`src/hdl/s2u_out_fifo.sv`:
```
// output result queue
module s2u_out_fifo (
    input  logic        clk,
    input  logic        rst_n,
    input  logic        wr_en,
    input  logic [27:0] wr_data,
    output logic        ready,
    input  logic        pop,
    output logic [27:0] rd_data,
    output logic        empty
);
    logic [27:0] slot_reg [2];
    logic [1:0]  wp_reg, rp_reg;
    logic        full;

    assign full    = (wp_reg[0] == rp_reg[0]) && (wp_reg[1] != rp_reg[1]);
    assign ready   = !full;
    assign empty   = (wp_reg == rp_reg);
    assign rd_data = slot_reg[rp_reg[0]];

    // storage
    always_ff @(posedge clk)
    begin
        if (wr_en && !full)
            slot_reg[wp_reg[0]] <= wr_data;
    end

    // pointers
    always_ff @(posedge clk or negedge rst_n)
    begin
        if (!rst_n)
        begin
            wp_reg <= 2'd0;
            rp_reg <= 2'd0;
        end
        else
        begin
            if (wr_en && !full)
                wp_reg <= wp_reg + 2'd1;
            if (pop && !empty)
                rp_reg <= rp_reg + 2'd1;
        end
    end
endmodule

```
`config.mk`:
```
export PLATFORM = sky130hd
export DESIGN_NAME = s2u_out_fifo
export DESIGN_NICKNAME = d
export VERILOG_FILES = /design/src/hdl/s2u_out_fifo.sv
export SDC_FILE = /design/constraint.sdc
export NUM_CORES = 1
export LEC_CHECK = 0
export BUFFER_PORTS_ARGS = -buffer_cell sky130_fd_sc_hd__buf_4
export CAP_MARGIN = 20
export CELL_PAD_IN_SITES_DETAIL_PLACEMENT = 1
export CELL_PAD_IN_SITES_GLOBAL_PLACEMENT = 2
export CORE_MARGIN = 4
export CORE_UTILIZATION = 30
export CTS_CLUSTER_DIAMETER = 100
export CTS_CLUSTER_SIZE = 10
export DETAILED_ROUTE_END_ITERATION = 8
export PLACE_DENSITY = 0.68
export REMOVE_ABC_BUFFERS = 1
export SYNTH_ARGS = -nofsm -noshare
export SYNTH_HDL_FRONTEND = slang
export SYNTH_SLANG_ARGS = --single-unit
```
`constraint.sdc`:
```
create_clock -name clk -period 3.4 [get_ports clk]
set_input_delay 0.34 -clock clk [delete_from_list [all_inputs] [get_ports clk]]
set_output_delay 0.34 -clock clk [all_outputs]
set_load 0.05 [all_outputs]
```
* Yosys cells after proc, flatten, opt, wreduce, memory -nomap -nowiden *
Memory sizes are Yosys's and may differ from the RTL's.
Index checks and enable logic that the tools add are counted.

operators by class
  add/subtract/negate cells = 2
  eq/ne operators = 3
  muxes and demuxes = 2
  reduce and logical (&&, ||, !) cells = 5

operators by type and width
  operator                                      count
  adder 2 x 1 -> 2 bit (second input constant)  2
  logical AND 1 bit                             3
  == test 2 bit                                 1
  zero test 1 bit                               2
  two-way mux 1 bit                             2
  == test 1 bit                                 1
  != test 1 bit                                 1

storage, ports and cells
  flip-flop bits (word level) = 4
  RAM bits = 56
  input port bits = 32
  output and inout port bits = 30
  logic and storage cells = 15
  memories kept = 1

memories
  memory    words  bits a word  read ports  clocked after Yosys merged registers in  wr ports  RTL line  source
  slot_reg  2      28           1           0                                        1         12        logic [27:0] slot_reg [2];

* Depth between registers and ports, before layout *
  depth in word-level cells = 6
  gate-level depth with buffers = 5
  mapped depth without buffers = 3

* Worst setup path after synthesis *
Ideal clock, no wire load.

  kind = register to register
  from = register wp_reg[1]
  to = memory slot_reg[1][0], enable pin
  library setup time = 0.422 ns
  arrival = 2.059 ns
  required time = 2.978 ns
  setup slack = 0.919 ns
  cell stages (with the launch flop) = 3
  buffers on the path = 0
  period minus slack after synthesis = 2.481 ns
  path through = dfrtp_1 > xor2_2 > a21oi_1

between the ends
  cells in the longest elaborated chain, start to end = 6

RTL lines
  what                                     RTL line  source
  start, declared                          13        logic [1:0] wp_reg, rp_reg;
  start signal, assigned                   39        wp_reg <= wp_reg + 2'd1;
  != test 1 bit                            16        assign full = (wp_reg[0] == rp_reg[0]) && (wp_reg[1] != rp_reg[1]);
  logical AND 1 bit                        16
  zero test 1 bit                          24        if (wr_en && !full)
  logical AND 1 bit                        24
  two-way mux 1 bit                        24
  two-way mux 1 bit (not written as such)  25        slot_reg[wp_reg[0]] <= wr_data;
  end, declared                            12

No other way between the ends.

* Worst setup path in the final report *
  from = register rp_reg[0]
  to = output port rd_data[23]

between the ends
  cells in the longest elaborated chain, start to end = 1

RTL lines
  what                      RTL line  source
  start, declared           13
  start signal, assigned    41        rp_reg <= rp_reg + 2'd1;
  memory read (2 x 28 bit)  n/a
  end, declared             9         output logic [27:0] rd_data,

No other way between the ends.

==> key figures <==
Detailed routing
  • Post-route ant nets: 0
  • Total wire length: 4606 um
  • Vias: 1244
  • Average routed wire per standard cell: 15.88 um
  • DRC viols: 0
  • DR vias/cell: 4.290
  • 1st-iter DRT viols: 38
  • TritonRoute pass-1 iters: 4

Status
  • Outcome: finished clean

STA
  • # setup viols final: 0
  • Endpoints failing hold: 0
  • RSZ-0062 raised after global routing: false
  • Sum Neg Setup Slack: 0 ps
  • Pins Over Slew Limit: 0
  • WHS: 192.9 ps
  • Max Freq: 0.3990 GHz
  • Clock Skews: 13.61 ps
  • Min Tclk post-route: 2506 ps
  • Slew Limit Headroom: 33.20%
  • Final period util: 73.71%
  • Worst slew pin tran: 999.8 ps
  • Worst setup margin: 893.9 ps

Synth
  • #FFs+latches synth: 60
  • Avg Inst Size Synth: 19.98 um2
  • EDFF count, synth: 56
  • Post-synthesis instance area: 2317 um2
  • Register area share after synthesis: 76.89%
  • Synth async-reset ratio: 6.667%
  • Share of the synthesized area in the top cell type: 72.57%
  • Synth Instances: 116
  • Syn. warnings: 0
  • Yosys cell types: 20
  • Synth Flop Type: edfxtp_1
  • Cell taking the most area after synthesis: edfxtp_1
  • Top cells by area, synth: edfxtp_1 (73%), mux2_2 (8.7%), mux2_1 (5.3%)

Global route
  • Vias in the first global route: 1450
  • Aggregate global routing overflow: 0
  • Initial antenna violation count: 0
  • Largest net degree at the start of global routing: 29
  • First-pass GRT wire length: 7424 um
  • Total track usage: 11.14%

Worst hold path
  • Hold depth: 2
  • Hold Path Class: input port to flip-flop

Clock tree
  • Clk buf depth: 2
  • H-tree lvl count: 3
  • CTS Root Buffer Type: clkbuf_8
  • CTS resizes: 0
  • CTS tree: yes
  • Hold-fix buffers at CTS: 1
  • Postcts setup bufs: 0
  • Worst-path clk slew: 70 ps
  • Clock Sinks: 60
  • Clk Latency, worst-skew pair: 330 ps
  • CTS Buf Count: 9

Pwr
  • Leak: 1.146 nW
  • Worst VDD drop: 0.5431 mV
  • Total power: 3.274 mW
  • PD cells: 1068 nW/um2

Cells and area
  • Fin nets: 218
  • P&R area growth vs syn: 32.24%
  • Share of layout cells above drive strength 1: 51.83%
  • Fin area: 3064 um2
  • # diodes: 0
  • Fillers: 767
  • Max reg flops: 56

Floorplan
  • IO Pins: 62
  • Starting density of the core: 31.44%
  • Core area: 7370 um2
  • Full die area: 9194 um2
  • Die W: 95.89 um
  • Die H: 95.89 um
  • FP Rows: 31

Placed design
  • IO buf count: 61
  • Gpl congestion: 0.6768
  • Pre-CTS setup slack: 1218 ps
  • Area after DPL: 2872 um2
  • Hpwl dp: 3200 um

Worst setup path
  • Worst R2R Path Depth: 1
  • CP Data Arrival Time: 2170 ps
  • Critical Path Start Type: flip-flop
  • FF-to-FF Start: rp_reg[0]
  • Worst EP required: 3060 ps
  • Crit. Startpoint: rp_reg[0]
  • Worst-path maximum fanout: 20
  • Setup CP Type: flip-flop to output port
  • Worst R2R Setup Slack: 1390 ps
  • R2r endpoint: slot_reg[1][21]
  • CP endpoint kind: output port
  • Critical Path End: rd_data[23]

Run
  • Max-cap violation count: 0
## metal layers
layer,share of wire [%],GRT usage [%]
met1,42,12.41
met2,51,19.28
met3,6.6,4.378
met4,0.37,3.910
met5,0,0
## metrics by stage
stage	instances	utilization [%]
6_report	290	41.58
2_1_floorplan	111	-
5_1_grt	290	41.58
3_5_place_dp	273	38.96
4_1_cts	290	41.58
3_3_place_gp	273	38.96
## worst max-delay path: stages, from the launching register on
cell     delay, ps
dfrtp_1        880
buf_4          390
mux2_2         370
buf_4          190
## cell usage in the layout, fill, tap and decap left out, drive strengths merged
master	instances
clkinv	5
nor2	1
or2	1
a21boi	1
buf	63
o21ai	4
a21oi	2
bufinv	1
nor3b	1
mux2	29
edfxtp	56
dfrtp	4
nand2	5
xor2	1
xnor2	2
mux2i	2
dlygate4sd3	1
and2	1
clkbuf	10
inv	1
## kinds of logic (layout without fill, tap and decap cells)
kind of cell    count (synthesis)  after routing  synth area share, %
flops                          60             60                76.89
mux                            31             31                14.96
simple gates                    9              9                2.160
compound gates                  7              7                1.782
buf+inv                         6             81                2.753
xor+xnor                        3              3                1.458
## how the worst min path moves through the flow
| stage | start | to |
|---|---|---|
| after CTS | wr_en | wp_reg[0] |
| after floorplan | rst_n | rp_reg[0] |
| final | wr_en | wp_reg[0] |
| after global routing | wr_data[2] | slot_reg[1][2] |
| after global placement | rst_n | wp_reg[0] |
| after detailed placement | rst_n | wp_reg[0] |
## cells in the mapped netlist (2+ instances only)
| cell type | count |
|---|---|
| mux2i_1 | 2 |
| dfrtp_1 | 4 |
| o21ai_0 | 2 |
| buf_6 | 4 |
| edfxtp_1 | 56 |
| mux2_1 | 11 |
| xnor2_1 | 2 |
| o21ai_1 | 2 |
| nand2_1 | 5 |
| mux2_2 | 18 |
## power breakdown
part	internal (mW)	switching [mW]	total, mW
registers	1.04	0.117	1.16
clock network	0.331	0.269	0.600
logic	0.489	1.02	1.51
## cell type report
cell class,count,area [um2],share of cell area (%)
Clock buffer,10,127.6,4.165
Inverter,1,3.754,0.1225
Timing Repair Buffer,64,483.0,15.76
Sequential cell,60,1782,58.15
Tap cell,99,123.9,4.042
Clock inverter,6,55.05,1.797
Multi-Input combinational cell,50,489.2,15.97
Note: power is estimated with default switching activity, not from simulation.
