[config.mk]
export PLATFORM = sky130hd
export DESIGN_NAME = s2u_cmd_fifo
export DESIGN_NICKNAME = d
export VERILOG_FILES = /design/src/hdl/s2u_pkg.sv /design/src/hdl/s2u_cmd_fifo.sv
export SDC_FILE = /design/constraint.sdc
export NUM_CORES = 1
export LEC_CHECK = 0
export BUFFER_PORTS_ARGS = -buffer_cell sky130_fd_sc_hd__clkbuf_2
export CAP_MARGIN = 10
export CORE_MARGIN = 1.5
export CORE_UTILIZATION = 40
export DETAILED_ROUTE_END_ITERATION = 12
export GPL_TIMING_DRIVEN = 0
export MAX_ROUTING_LAYER = met4
export PLACE_DENSITY = 0.6
export SLEW_MARGIN = 25
export SYNTH_ARGS = -nofsm -noshare
export SYNTH_HDL_FRONTEND = slang
export SYNTH_SLANG_ARGS = --single-unit
export TNS_END_PERCENT = 20
[constraint.sdc]
create_clock -name clk -period 3.95 [get_ports clk]
set_input_delay 0.1975 -clock clk [delete_from_list [all_inputs] [get_ports clk]]
set_output_delay 0.1975 -clock clk [all_outputs]
set_load 0.03 [all_outputs]
[src/hdl/s2u_pkg.sv]
// shared types and constants for the shift-jis to utf-8 converter
package s2u_pkg;

    localparam logic [1:0] ST_OK       = 2'd0;
    localparam logic [1:0] ST_REPLACED = 2'd1;
    localparam logic [1:0] ST_BAD_ARG  = 2'd2;
    localparam logic [1:0] ST_TOO_SMALL = 2'd3;

    localparam logic [1:0] HALT_RUN   = 2'd0;
    localparam logic [1:0] HALT_NUL   = 2'd1;
    localparam logic [1:0] HALT_BAD   = 2'd2;
    localparam logic [1:0] HALT_SMALL = 2'd3;

    localparam logic [0:0] CFG_CAPACITY = 1'b0;
    localparam logic [0:0] CFG_ENTRIES  = 1'b1;

    localparam logic [15:0] QMARK      = 16'h003F;
    localparam logic [7:0]  ASCII_MAX  = 8'h7F;
    localparam logic [7:0]  KANA_LO    = 8'hA1;
    localparam logic [7:0]  KANA_HI    = 8'hDF;
    localparam logic [15:0] KANA_BASE  = 16'hFF61;

    // command from front to back
    typedef enum logic [1:0] {
        CMD_EMIT,    // emit code point directly
        CMD_SEARCH,  // look up key, emit result or '?'
        CMD_NONE     // no character, only flags
    } cmd_kind_t;

    typedef struct packed {
        cmd_kind_t   kind;
        logic [15:0] code;      // code point or search key
        logic        nul_end;   // halt by nul after this character
        logic        repl;      // replacement already known
        logic        last;      // status item follows
    } cmd_t;

    typedef enum logic [2:0] {
        BK_IDLE,
        BK_SEARCH,
        BK_WAIT,
        BK_EMIT,
        BK_STATUS
    } bk_state_t;

endpackage

[src/hdl/s2u_cmd_fifo.sv]
// short command queue between front and back
module s2u_cmd_fifo (
    input  logic           clk,
    input  logic           rst_n,
    input  logic           wr_en,
    input  s2u_pkg::cmd_t  wr_data,
    output logic           fifo_full,
    input  logic           rd_en,
    output s2u_pkg::cmd_t  rd_data,
    output logic           fifo_empty
);
    import s2u_pkg::*;

    cmd_t       slot_reg [2];
    logic [1:0] wp_reg, rp_reg;

    assign fifo_full  = (wp_reg[0] == rp_reg[0]) && (wp_reg[1] != rp_reg[1]);
    assign fifo_empty = (wp_reg == rp_reg);
    assign rd_data    = slot_reg[rp_reg[0]];

    // storage
    always_ff @(posedge clk)
    begin
        if (wr_en && !fifo_full)
            slot_reg[wp_reg[0]] <= wr_data;
    end

    // pointers
    always_ff @(posedge clk or negedge rst_n)
    begin
        if (!rst_n)
        begin
            wp_reg <= 2'd0;
            rp_reg <= 2'd0;
        end
        else
        begin
            if (wr_en && !fifo_full)
                wp_reg <= wp_reg + 2'd1;
            if (rd_en && !fifo_empty)
                rp_reg <= rp_reg + 2'd1;
        end
    end
endmodule

Yosys cells after proc, flatten, opt, wreduce, memory -nomap -nowiden
Memories as Yosys holds them, arrays and structs flattened.
Cells that the tools add are included.
{"block": "totals", "register_bits": 4, "ramBits": 42, "in_bits": 25, "wordCells": 15, "memories": 1}
{"block": "classes", "add_sub_neg": 2, "eq_ne": 3, "muxes": 2, "n_reduce_logical": 5}
{"memory": "slot_reg", "depth": 2, "width": 21, "rd": 1, "rd_clocked_by_memory_dff": 0, "write_ports": 1, "line_no": "s2u_cmd_fifo.sv:14", "rtl": "cmd_t slot_reg [2];"}
{"cell": "$add A2 B1 Y2 const B", "count": 2}
{"cell": "$logic_and A1 B1 Y1", "count": 3}
{"cell": "$eq A2 B2 Y1", "count": 1}
{"cell": "$logic_not A1 Y1", "count": 2}
{"cell": "$mux W1", "count": 2}
{"cell": "$eq A1 B1 Y1", "count": 1}
{"cell": "$ne A1 B1 Y1", "count": 1}

Logic depth before layout (Yosys ltp)
{"block": "logic_depth", "ltp_word": 6, "depth_mapped": 5}

Worst setup path before layout
Ideal clock, no wire load.
{"block": "synth_timing", "path_kind": "reg2reg", "startpoint": "reg wp_reg[1]", "endpoint": "mem slot_reg[1][0] in the netlist's numbering (enable)", "setup_time_ns": 0.406, "arrival_time_ns": 1.725, "t_required_ns": 3.544, "path_slack_ns": 1.819, "path_stages_with_launch": 3, "path_buffers": 0, "synth_period_minus_slack_ns": 2.131, "cell_sequence": "dfrtp_1 > xor2_2 > a21oi_1"}
{"block": "synth_between", "elab_chain_len": 6}
{"element": "start: declaration", "line_no": "s2u_cmd_fifo.sv:15", "rtl": "logic [1:0] wp_reg, rp_reg;"}
{"element": "start signal: assignment", "line_no": "s2u_cmd_fifo.sv:39", "rtl": "wp_reg <= wp_reg + 2'd1;"}
{"element": "$ne A1 B1 Y1", "line_no": "s2u_cmd_fifo.sv:17", "rtl": "assign fifo_full = (wp_reg[0] == rp_reg[0]) && (wp_reg[1] != rp_reg[1]);"}
{"element": "$logic_and A1 B1 Y1", "line_no": "s2u_cmd_fifo.sv:17"}
{"element": "$logic_not A1 Y1", "line_no": "s2u_cmd_fifo.sv:24", "rtl": "if (wr_en && !fifo_full)"}
{"element": "$logic_and A1 B1 Y1", "line_no": "s2u_cmd_fifo.sv:24"}
{"element": "$mux W1", "line_no": "s2u_cmd_fifo.sv:24"}
{"element": "$mux W1 (implied by the code)", "line_no": "s2u_cmd_fifo.sv:25", "rtl": "slot_reg[wp_reg[0]] <= wr_data;"}
{"element": "end: declaration", "line_no": "s2u_cmd_fifo.sv:14"}
Every way passes these cells.

Final worst setup path
{"block": "layout_timing", "startpoint": "reg wp_reg[1]", "endpoint": "mem slot_reg[0][11] in the netlist's numbering (enable)"}
The elaborated chain is that of the path after synthesis.

==> results_dict.tcl <==
set metrics [dict create \
    cts_buffers 5 \
    status "complete, no violations" \
    synth_ff_type "edfxtp_1" \
    vias_per_cell 4.789 \
    yosysSeqAreaShare_pct 74.32 \
    finClkSkew_ns 0.005553 \
    ir_drop_v 0.0002940 \
    wl_microns 2927 \
    power_frac_seq_pct 38.0 \
    tightest_slew_ns 0.5430 \
    path_cells "xnor2_1 > nor2_2 > nor3b_4 > buf_8" \
    grt_pass1_wl_microns 4726 \
    leakagePower_nw 0.9189 \
    fillerInstances 378 \
    combPwrFrac_pct 47.2 \
    critPathKind "register to register" \
    reg2reg_from "wp_reg[1]" \
    post_cts_buffers 0 \
    synth_area_leaders "edfxtp_1, mux2_4, dfrtp_1" \
    clockRootBuffer "clkbuf_8" \
    cap_viol_max_count 0 \
    clock_path_buffers 2 \
    grt_use_met2_pct 20.55 \
    cts_resized 0 \
    powerDensity_mw_per_mm2 839.1 \
    yosys.area.top_type "edfxtp_1" \
    die-area_sq_mm 0.004994 \
    avgSynthCellArea_sq_um 19.49 \
    slowest_delay_ns 0.49 \
    synth.top_cell.area_share_pct 68.85 \
    ys_async_sr_fraction_pct 8.696 \
    cp_slowest_cell "nor3b_4" \
    busiest_layer "met2" \
    cts_tree "done" \
    hpwlAfterDp_microns 2096 \
    cp.arrival_ns 1.91 \
    track_usage_pct 12.96 \
    yosysWarnings 0 \
    grt_util_met3_pct 5.413 \
    final_hold_viol_count 0 \
    nets 176 \
    rows 24 \
    antenna_cells 0 \
    netlist_area_sq_mm 0.001832 \
    antenna_found_initial 0 \
    p_int_mw 1.176 \
    io_buffers 47 \
    worst-path-max-fanout 13 \
    fmax_ghz 0.5237 \
    drive_gt1_share_pct 54.61 \
    place.gp.congestion 0.6957 \
    ant_nets 0 \
    cts_max_level 2 \
    detail_route.first_pass.iterations 4 \
    period_needed_ns 1.909 \
    die_w_microns 70.67 \
    drv_slew 0 \
    min_from "wr_data[9]" \
    setup_viol 0 \
    seq_area_sq_mm 0.001361 \
    path_clk_slew_ns 0.08 \
    syn_to_final_growth_pct 25.14 \
    wire_per_inst_microns 14.35 \
    final.setup.tns_ns 0 \
    period_share_pct 48.34 \
    critPathCaptureType "register" \
    critPathLaunch "wp_reg[1]" \
    crit_required_ns 3.95 \
    clkSinkCount 46 \
    syn_nets 119 \
    fp.coreArea_sq_mm 0.004384 \
    insertion_delay_ns 0.29 \
    detail_route.iter0.violations 59 \
    clkPwrFrac_pct 14.8 \
    largest_register_ffs 42 \
    critPathLaunchType "register" \
    maxSlewHeadroom_pct 63.76 \
    hold_path_class "input pin to register" \
    total_power_mw 1.923 \
    ios 48 \
    grt_max_degree 18 \
    rsz0062_at_grt "false" \
    sw_frac_of_total_pct 38.83 \
    die_y_microns 70.67 \
    switching_power_mw 0.7469 \
    met1_usage_pct 14.42 \
    synth_cell_types 22 \
    vias 977 \
    multiInputGateArea_sq_um 445.4 \
    synth_edf_count 42 \
    synth_cells 94 \
    ys_ff_latch 46 \
    drc 0 \
    grt_pass1_vias 1025 \
    initial_core_util_pct 41.78 \
    grt-ovfl-total 0 \
]
==> worst paths after layout <==
path	cells past startpoint	end	slack [ns]
worst min-delay path	1	slot_reg[1][9]	0.09
max in group asynchronous	2	wp_reg[1]	3.58
min in group asynchronous	2	wp_reg[0]	0.25
worst max-delay path	4	slot_reg[0][11]	2.04
worst min register to register	2	wp_reg[1]	0.65
worst max register to register	4	slot_reg[0][11]	2.04
==> kinds of logic (layout without fill, tap and decap cells) <==
kind of cell	count (synthesis)	in the layout	synth area share (%)
xor gates and xnor gates	3	3	1.845
AOI/OAI and AO/OA	7	7	2.254
DFF	46	46	74.32
buffers and inverters	5	63	2.322
muxes	24	24	16.67
and+or+nand+nor	9	9	2.596
==> cell type report <==
| class | count | share of cell area (%) |
|---|---|---|
| Multi-Input combinational cell | 43 | 19.43 |
| Clock buffer | 8 | 3.930 |
| Tap cell | 52 | 2.838 |
| Inverter | 1 | 0.1638 |
| Buffer | 4 | 1.692 |
| Sequential cell | 46 | 59.39 |
| Timing Repair Buffer | 50 | 12.55 |
==> worst max-delay path: cells and delay by family, from the launching register on <==
kind | cells | cell delay [ns]
AND/OR/NAND/NOR | 2 | 0.59
buffers and inverters | 1 | 0.23
flip-flops | 1 | 0.46
XOR/XNOR | 1 | 0.33
==> layout by cell type, fill, tap and decap left out, drive strengths merged, types with 2 or more instances in the layout <==
master,synthesis,layout
clkbuf,0,55
nor2,3,3
nand2,4,4
o21ai,4,4
a21oi,2,2
mux2,22,22
edfxtp,42,42
buf,4,6
xor2,2,2
dfrtp,4,4
mux2i,2,2
==> metal layers <==
layer	vias up	routed length (microns)	share of wire (%)
met1	470	1237	42
met5	-	0	0
met2	34	1430	49
met3	6	200	6.8
met4	0	59	2.0
li1	467	-	-
==> synth_stat cells (2+ instances only) <==
| cell type | n |
|---|---|
| dfrtp_1 | 4 |
| edfxtp_1 | 42 |
| nand2_1 | 4 |
| o21ai_1 | 2 |
| o21ai_0 | 2 |
| mux2_4 | 10 |
| nor2_1 | 2 |
| mux2i_1 | 2 |
| mux2_2 | 8 |
| buf_6 | 3 |
| mux2_1 | 4 |
==> stage by stage <==
| stage | cell area [sq um] | hold WS [ns] | cells | setup slack [ns] | util (%) |
|---|---|---|---|---|---|
| 4_1_cts | 2292 | 0.07958 | 204 | 2.007 | 52.28 |
| 5_1_grt | 2292 | 0.07038 | 204 | 1.927 | 52.28 |
| 2_1_floorplan | 1832 | -0.09809 | 94 | 1.819 | - |
| 3_5_place_dp | 2192 | 0.01185 | 195 | 2.035 | 50.00 |
| 3_3_place_gp | 2132 | 0.01074 | 193 | 1.189 | 48.63 |
| 6_report | 2292 | 0.09097 | 204 | 2.041 | 52.28 |
==> power groups by stage <==
stage          Clock (mW)  Sequential (mW)  Combinational (mW)
2_1_floorplan           0            0.734               0.660
3_3_place_gp            0            0.742               0.843
3_5_place_dp            0            0.744               0.922
4_1_cts             0.296            0.733               0.923
5_1_grt             0.314            0.744               0.967
6_report            0.284            0.731               0.908
==> repair_timing <==
item,CTS,global route
endpoints found under the hold margin,4,0
setup endpoints to repair,0,0
hold buffers,1,0
No activity file was read; power rests on OpenSTA's default activity.
