--- src/hdl/s2u_pkg.sv ---
// shared types and constants for the shift-jis to utf-8 converter
package s2u_pkg;

    localparam logic [1:0] ST_OK       = 2'd0;
    localparam logic [1:0] ST_REPLACED = 2'd1;
    localparam logic [1:0] ST_BAD_ARG  = 2'd2;
    localparam logic [1:0] ST_TOO_SMALL = 2'd3;

    localparam logic [1:0] HALT_RUN   = 2'd0;
    localparam logic [1:0] HALT_NUL   = 2'd1;
    localparam logic [1:0] HALT_BAD   = 2'd2;
    localparam logic [1:0] HALT_SMALL = 2'd3;

    localparam logic [0:0] CFG_CAPACITY = 1'b0;
    localparam logic [0:0] CFG_ENTRIES  = 1'b1;

    localparam logic [15:0] QMARK      = 16'h003F;
    localparam logic [7:0]  ASCII_MAX  = 8'h7F;
    localparam logic [7:0]  KANA_LO    = 8'hA1;
    localparam logic [7:0]  KANA_HI    = 8'hDF;
    localparam logic [15:0] KANA_BASE  = 16'hFF61;

    // command from front to back
    typedef enum logic [1:0] {
        CMD_EMIT,    // emit code point directly
        CMD_SEARCH,  // look up key, emit result or '?'
        CMD_NONE     // no character, only flags
    } cmd_kind_t;

    typedef struct packed {
        cmd_kind_t   kind;
        logic [15:0] code;      // code point or search key
        logic        nul_end;   // halt by nul after this character
        logic        repl;      // replacement already known
        logic        last;      // status item follows
    } cmd_t;

    typedef enum logic [2:0] {
        BK_IDLE,
        BK_SEARCH,
        BK_WAIT,
        BK_EMIT,
        BK_STATUS
    } bk_state_t;

endpackage

--- src/hdl/s2u_front.sv ---
// front end: accepts items and classifies source bytes
module s2u_front (
    input  logic           clk,
    input  logic           rst_n,
    input  logic           push,
    output logic           full,
    input  logic           mode,
    input  logic [7:0]     source_byte,
    input  logic           last_byte,
    output logic           cmd_valid,
    output s2u_pkg::cmd_t  cmd,
    input  logic           cmd_full
);
    import s2u_pkg::*;

    logic [7:0] lead_reg, lead_next;
    logic       waiting_reg, waiting_next;
    logic       halted_reg, halted_next;

    assign full = cmd_full;

    // classify one convert transaction
    always_comb
    begin
        lead_next    = lead_reg;
        waiting_next = waiting_reg;
        halted_next  = halted_reg;
        cmd_valid    = 1'b0;
        cmd.kind     = CMD_NONE;
        cmd.code     = 16'd0;
        cmd.nul_end  = 1'b0;
        cmd.repl     = 1'b0;
        cmd.last     = last_byte;
        if (push && !cmd_full && mode)
        begin
            if (!halted_reg)
            begin
                if (waiting_reg)
                begin
                    waiting_next = 1'b0;
                    if (source_byte == 8'd0)
                    begin
                        cmd.kind = CMD_EMIT;
                        cmd.code = QMARK;
                        cmd.repl = 1'b1;
                        cmd.nul_end = 1'b1;
                        halted_next = 1'b1;
                    end
                    else
                    begin
                        cmd.kind = CMD_SEARCH;
                        cmd.code = {lead_reg, source_byte};
                    end
                end
                else if (source_byte == 8'd0)
                begin
                    cmd.nul_end = 1'b1;
                    halted_next = 1'b1;
                end
                else if (source_byte <= ASCII_MAX)
                begin
                    cmd.kind = CMD_EMIT;
                    cmd.code = {8'd0, source_byte};
                end
                else if (source_byte >= KANA_LO && source_byte <= KANA_HI)
                begin
                    cmd.kind = CMD_EMIT;
                    cmd.code = KANA_BASE + {8'd0, source_byte - KANA_LO};
                end
                else if (last_byte)
                begin
                    cmd.kind = CMD_EMIT;
                    cmd.code = QMARK;
                    cmd.repl = 1'b1;
                end
                else
                begin
                    lead_next = source_byte;
                    waiting_next = 1'b1;
                end
            end
            // every convert transaction reaches the back end so it checks capacity
            cmd_valid = 1'b1;
            if (last_byte)
            begin
                waiting_next = 1'b0;
                halted_next  = 1'b0;
            end
        end
    end

    // string state of the front end
    always_ff @(posedge clk or negedge rst_n)
    begin
        if (!rst_n)
        begin
            lead_reg    <= 8'd0;
            waiting_reg <= 1'b0;
            halted_reg  <= 1'b0;
        end
        else
        begin
            lead_reg    <= lead_next;
            waiting_reg <= waiting_next;
            halted_reg  <= halted_next;
        end
    end
endmodule

--- config.mk ---
export PLATFORM = sky130hd
export DESIGN_NAME = s2u_front
export DESIGN_NICKNAME = d
export VERILOG_FILES = /design/src/hdl/s2u_pkg.sv /design/src/hdl/s2u_front.sv
export SDC_FILE = /design/constraint.sdc
export NUM_CORES = 1
export LEC_CHECK = 0
export ABC_AREA = 1
export BUFFER_PORTS_ARGS = -buffer_cell sky130_fd_sc_hd__buf_2
export CELL_PAD_IN_SITES_DETAIL_PLACEMENT = 1
export CELL_PAD_IN_SITES_GLOBAL_PLACEMENT = 1
export CORE_AREA = 2 2 59 61
export CTS_CLUSTER_DIAMETER = 80
export DETAILED_ROUTE_END_ITERATION = 12
export DIE_AREA = 0 0 61 63
export PLACE_DENSITY = 0.81
export SYNTH_ARGS = -nofsm -noshare
export SYNTH_HDL_FRONTEND = slang
export SYNTH_SLANG_ARGS = --single-unit
--- constraint.sdc ---
create_clock -name clk -period 2.48 [get_ports clk]
set_input_delay 0.248 -clock clk [delete_from_list [all_inputs] [get_ports clk]]
set_output_delay 0.248 -clock clk [all_outputs]
set_load 0.005 [all_outputs]
Word-level counts from Yosys, hierarchy flattened
Cells that the tools add are included.

Register bits: 10. Bits in latches: 0. Memory bits (writable): 0. ROM bits: 0. Input bits: 14. Output and inout bits: 23. Word-level logic and storage cells: 45. Memories kept: 0.

Add/subtract/negate cells: 2. Multiply operators: 0. Div/mod/pow operators: 0. $lt $le $gt $ge: 3. Eq/ne operators: 1. Shift-type cells: 0. Multiplexer cells: 23. Bitwise logic cells: 6. Reduce and logical (&&, ||, !) cells: 7.

Operators with widths (number): $mux 18 (4); $mux 20 (3); $mux 17 (1); $mux 1 (14); $add 9x9->10 const A (1); $ge 8x8->1 const B (1); $le 8x7->1 const B (1); $le 8x8->1 const B (1); $logic_not 8->1 (1); $sub 8x8->8 const B (1); $reduce_and 7->1 (1); $not 1->1 (6); $logic_and 1x1->1 (3); $mux 2 (1); $ne 2x2->1 const B (1); $reduce_and 2->1 (1); $logic_not 1->1 (1).

Logic depth before layout (Yosys ltp)
Depth after elaboration: 8. Depth in mapped cells: 11. Mapped depth without buffers: 11.

Worst setup path after synthesis
Ideal clock, no wire load.

Kind: input to output. Start: in source_byte[0]. End: out cmd[11] in the netlist's numbering. Data arrival time: 1.591 ns. Data required time: 2.232 ns. Setup slack: 0.641 ns. Stages on the path: 9. Path buffers: 0. Path through: inv_1 ha_1 or2_2 a21oi_1 nand3_1 nand3_1 nand2_1 nand2_2 a21oi_1.

RTL lines: start, declared (RTL line s2u_front.sv:8) `input logic [7:0] source_byte,`; end, declared (RTL line s2u_front.sv:11) `output s2u_pkg::cmd_t cmd,`.

==> results.sh <==
export IMPL_cts_buffers_inserted=3
export IMPL_slew_viol_final=0
export IMPL_die_y_um=63
export IMPL_synth_warnings=0
export IMPL_synth_fp_nets=200
export IMPL_port_buffers=36
export IMPL_first_global_vias=1289
export IMPL_max_clock_freq_mhz=446
export IMPL_hold_violations=0
export IMPL_fin_crit_ps=2240
export IMPL_place_hpwl_um=2810
export IMPL_grt_max_degree=22
export IMPL_die_width_um=61
export IMPL_finalCritPeriodShare_pct=90.5
export IMPL_slew_headroom_pct=79.6
export IMPL_finalSetupTns_ps=0
export IMPL_globalplace_congestion=0.842
export IMPL_cts_sinks=10
export IMPL_setup_violations=0
export IMPL_synth_avg_cell_area_sq_um=5.95
export IMPL_drive_gt1_share_pct=27.0
export IMPL_insertedDiodeCount=0
export IMPL_arrival_ps=2000
export IMPL_synth_compound_area_share_pct=20.3
export IMPL_irDropWorstVdd_mv=0.261
export IMPL_worst_slew_pin_transition_ps=306
export IMPL_netlist_area_sq_um=1090
export IMPL_postSynthCellCount=184
export IMPL_drc=0
export IMPL_drt_wl_total_um=3420
export IMPL_worst_setup_path_end_kind="output port"
export IMPL_cts_tree="done"
export IMPL_largest_reg_flops=8
export IMPL_fin_nets=240
export IMPL_cp_required_ps=2230
export IMPL_wire_per_inst_um=12.8
export IMPL_clock_latency_ps=270
export IMPL_die_area_sq_um=3840
export IMPL_postCtsSetupBuffers=0
export IMPL_syn_to_final_growth_pct=23.7
export IMPL_r2r_slack_ps=1040
export IMPL_avgViaCountPerCell=4.81
export IMPL_synth_top_area_share_pct=22.9
export IMPL_num_rows=21
export IMPL_nFillCells=480
export IMPL_num_io_pins=37
export IMPL_fin_skew_ps=7.19
export IMPL_drt_pre_antenna_iters=4
export IMPL_antenna_found_initial=0
export IMPL_worstSetupPathType="in -> out"
export IMPL_synth_top_area_cell="dfrtp_1"
export IMPL_power_leakage_nw=0.766
export IMPL_yosys_area_share_simple_pct=41.7
export IMPL_hp_class="in -> reg"
export IMPL_startpoint_type="input pin"
export IMPL_synthMuxAreaShare_pct=0
export IMPL_synth_top_family_by_area="simple AND/OR/NAND/NOR gates"
export IMPL_grt_pass1_wl_um=5970
export IMPL_synth_seq_cells=10
export IMPL_drt_initial_drc_count=51
export IMPL_total_power_mw=0.516
export IMPL_cts_htree_levels=1
export IMPL_ant_nets=0
export IMPL_crit_fanout=8
export IMPL_ys_types=24
export IMPL_start_util_pct=33.9
export IMPL_track_usage_pct=19.9
export IMPL_synth_area_leaders="dfrtp_1 (23%), nand2_1 (19%), a21oi_1 (7.8%)"
export IMPL_powerDensity_nw_per_um2=381
export IMPL_via_count=1289
export IMPL_maxCapViolCount=0
export IMPL_synthXorXnorAreaFrac_pct=0.800
export IMPL_rsz0062_at_grt="false"
export IMPL_cts_root_buffer="clkbuf_4"
export IMPL_status="finished clean"
export IMPL_synth_fa_ha_area_share_pct=2.29
export IMPL_ys_seq_area_share_pct=22.9
export IMPL_worst_setup_hold_path_clk_slew_ps=60
export IMPL_overflow=0
export IMPL_clockBufferDepth=2
export IMPL_core_sq_um=3230
-- power by group --
part | switching (mW) | leakage [nW] | internal [mW] | total, mW
Clock | 0.0526 | 0.0138 | 0.0559 | 0.108
Sequential | 0.0197 | 0.127 | 0.192 | 0.212
Combinational | 0.124 | 0.626 | 0.0712 | 0.195
Total | 0.196 | 0.766 | 0.320 | 0.516
-- final cells by class --
class	count	area (sq um)	area share [%]
clock buffers	3	22.5	1.66
inverters	26	97.6	7.21
multi-input cells	143	713	52.7
flip-flops and latches	10	250	18.5
well taps	46	57.6	4.25
repair buffers	40	213	15.7
-- kinds of logic (layout without fill, tap and decap cells) --
| group | count (synthesis) | in the layout |
|---|---|---|
| and+or+nand+nor | 99 | 99 |
| DFF | 10 | 10 |
| AOI/OAI and AO/OA | 41 | 41 |
| xor gates and xnor gates | 1 | 1 |
| buffers and inverters | 31 | 69 |
| adders and majority gates | 2 | 2 |
-- cell usage after synthesis --
master / number
nand2_1: 55
xnor2_1: 1
nand3_1: 15
a31oi_1: 1
o31ai_1: 1
o21bai_4: 1
nor2_1: 17
nand4_1: 1
buf_4: 2
inv_2: 6
dfrtp_1: 10
or2_2: 1
o21ai_1: 11
nand4_4: 1
buf_6: 1
nand2_2: 2
a21oi_1: 17
nand3_4: 1
inv_1: 20
nor2_4: 2
ha_1: 2
o21ai_0: 10
nor2_2: 4
clkbuf_1: 2
-- worst max-delay path, stage by stage --
cell     delay, ps
buf_2          110
inv_1           50
ha_1           290
or2_2          290
a21oi_1        200
nand3_1        170
nand3_1        150
nand2_1         80
nand2_2        150
a21oi_1        100
buf_2          140
-- placed cells by master, fill, tap and decap left out, drive strengths merged --
cell type and count:
nand3 16, o21ai 21, nand4 2, xnor2 1
o31ai 1, nand2 57, buf 39, dlygate4sd3 1
inv 26, a21oi 17, clkbuf 3, ha 2
or2 1, o21bai 1, dfrtp 10, nor2 23
a31oi 1
-- layer usage --
metal,routed length (um),global-route usage (%),vias up
met3,117,3.93,0
met4,0,1.90,0
li1,-,-,668
met2,1660,34.3,32
met1,1650,26.0,589
met5,0,0,-
-- metrics by stage --
stage / worst slack, ps / util (%) / instances / hold slack (ps) / area, sq um
3_3_place_gp: 304 / 40.9 / 264 / 117 / 1320
4_1_cts: 230 / 41.9 / 268 / 235 / 1350
2_1_floorplan: 641 / - / 184 / -47.6 / 1090
6_report: 236 / 41.9 / 268 / 244 / 1350
5_1_grt: 67.2 / 41.9 / 268 / 253 / 1350
3_5_place_dp: 234 / 40.9 / 264 / 116 / 1320
-- worst paths after layout --
kind	from	end	cells past startpoint
min reg2reg	lead_reg[7]	lead_reg[7]	2
max	source_byte[0]	cmd[14]	11
min in group asynchronous	rst_n	lead_reg[5]	2
max in group asynchronous	rst_n	lead_reg[1]	2
min	last_byte	halted_reg	2
max reg2reg	waiting_reg	lead_reg[1]	5
-- repair_timing --
| item | 4_1_cts | 5_1_grt |
|---|---|---|
| hold endpoints to repair | 10 | 0 |
| resized for setup | 0 | 0 |
| hold buffers | 1 | 0 |
Note: power is estimated with default switching activity, not from simulation.
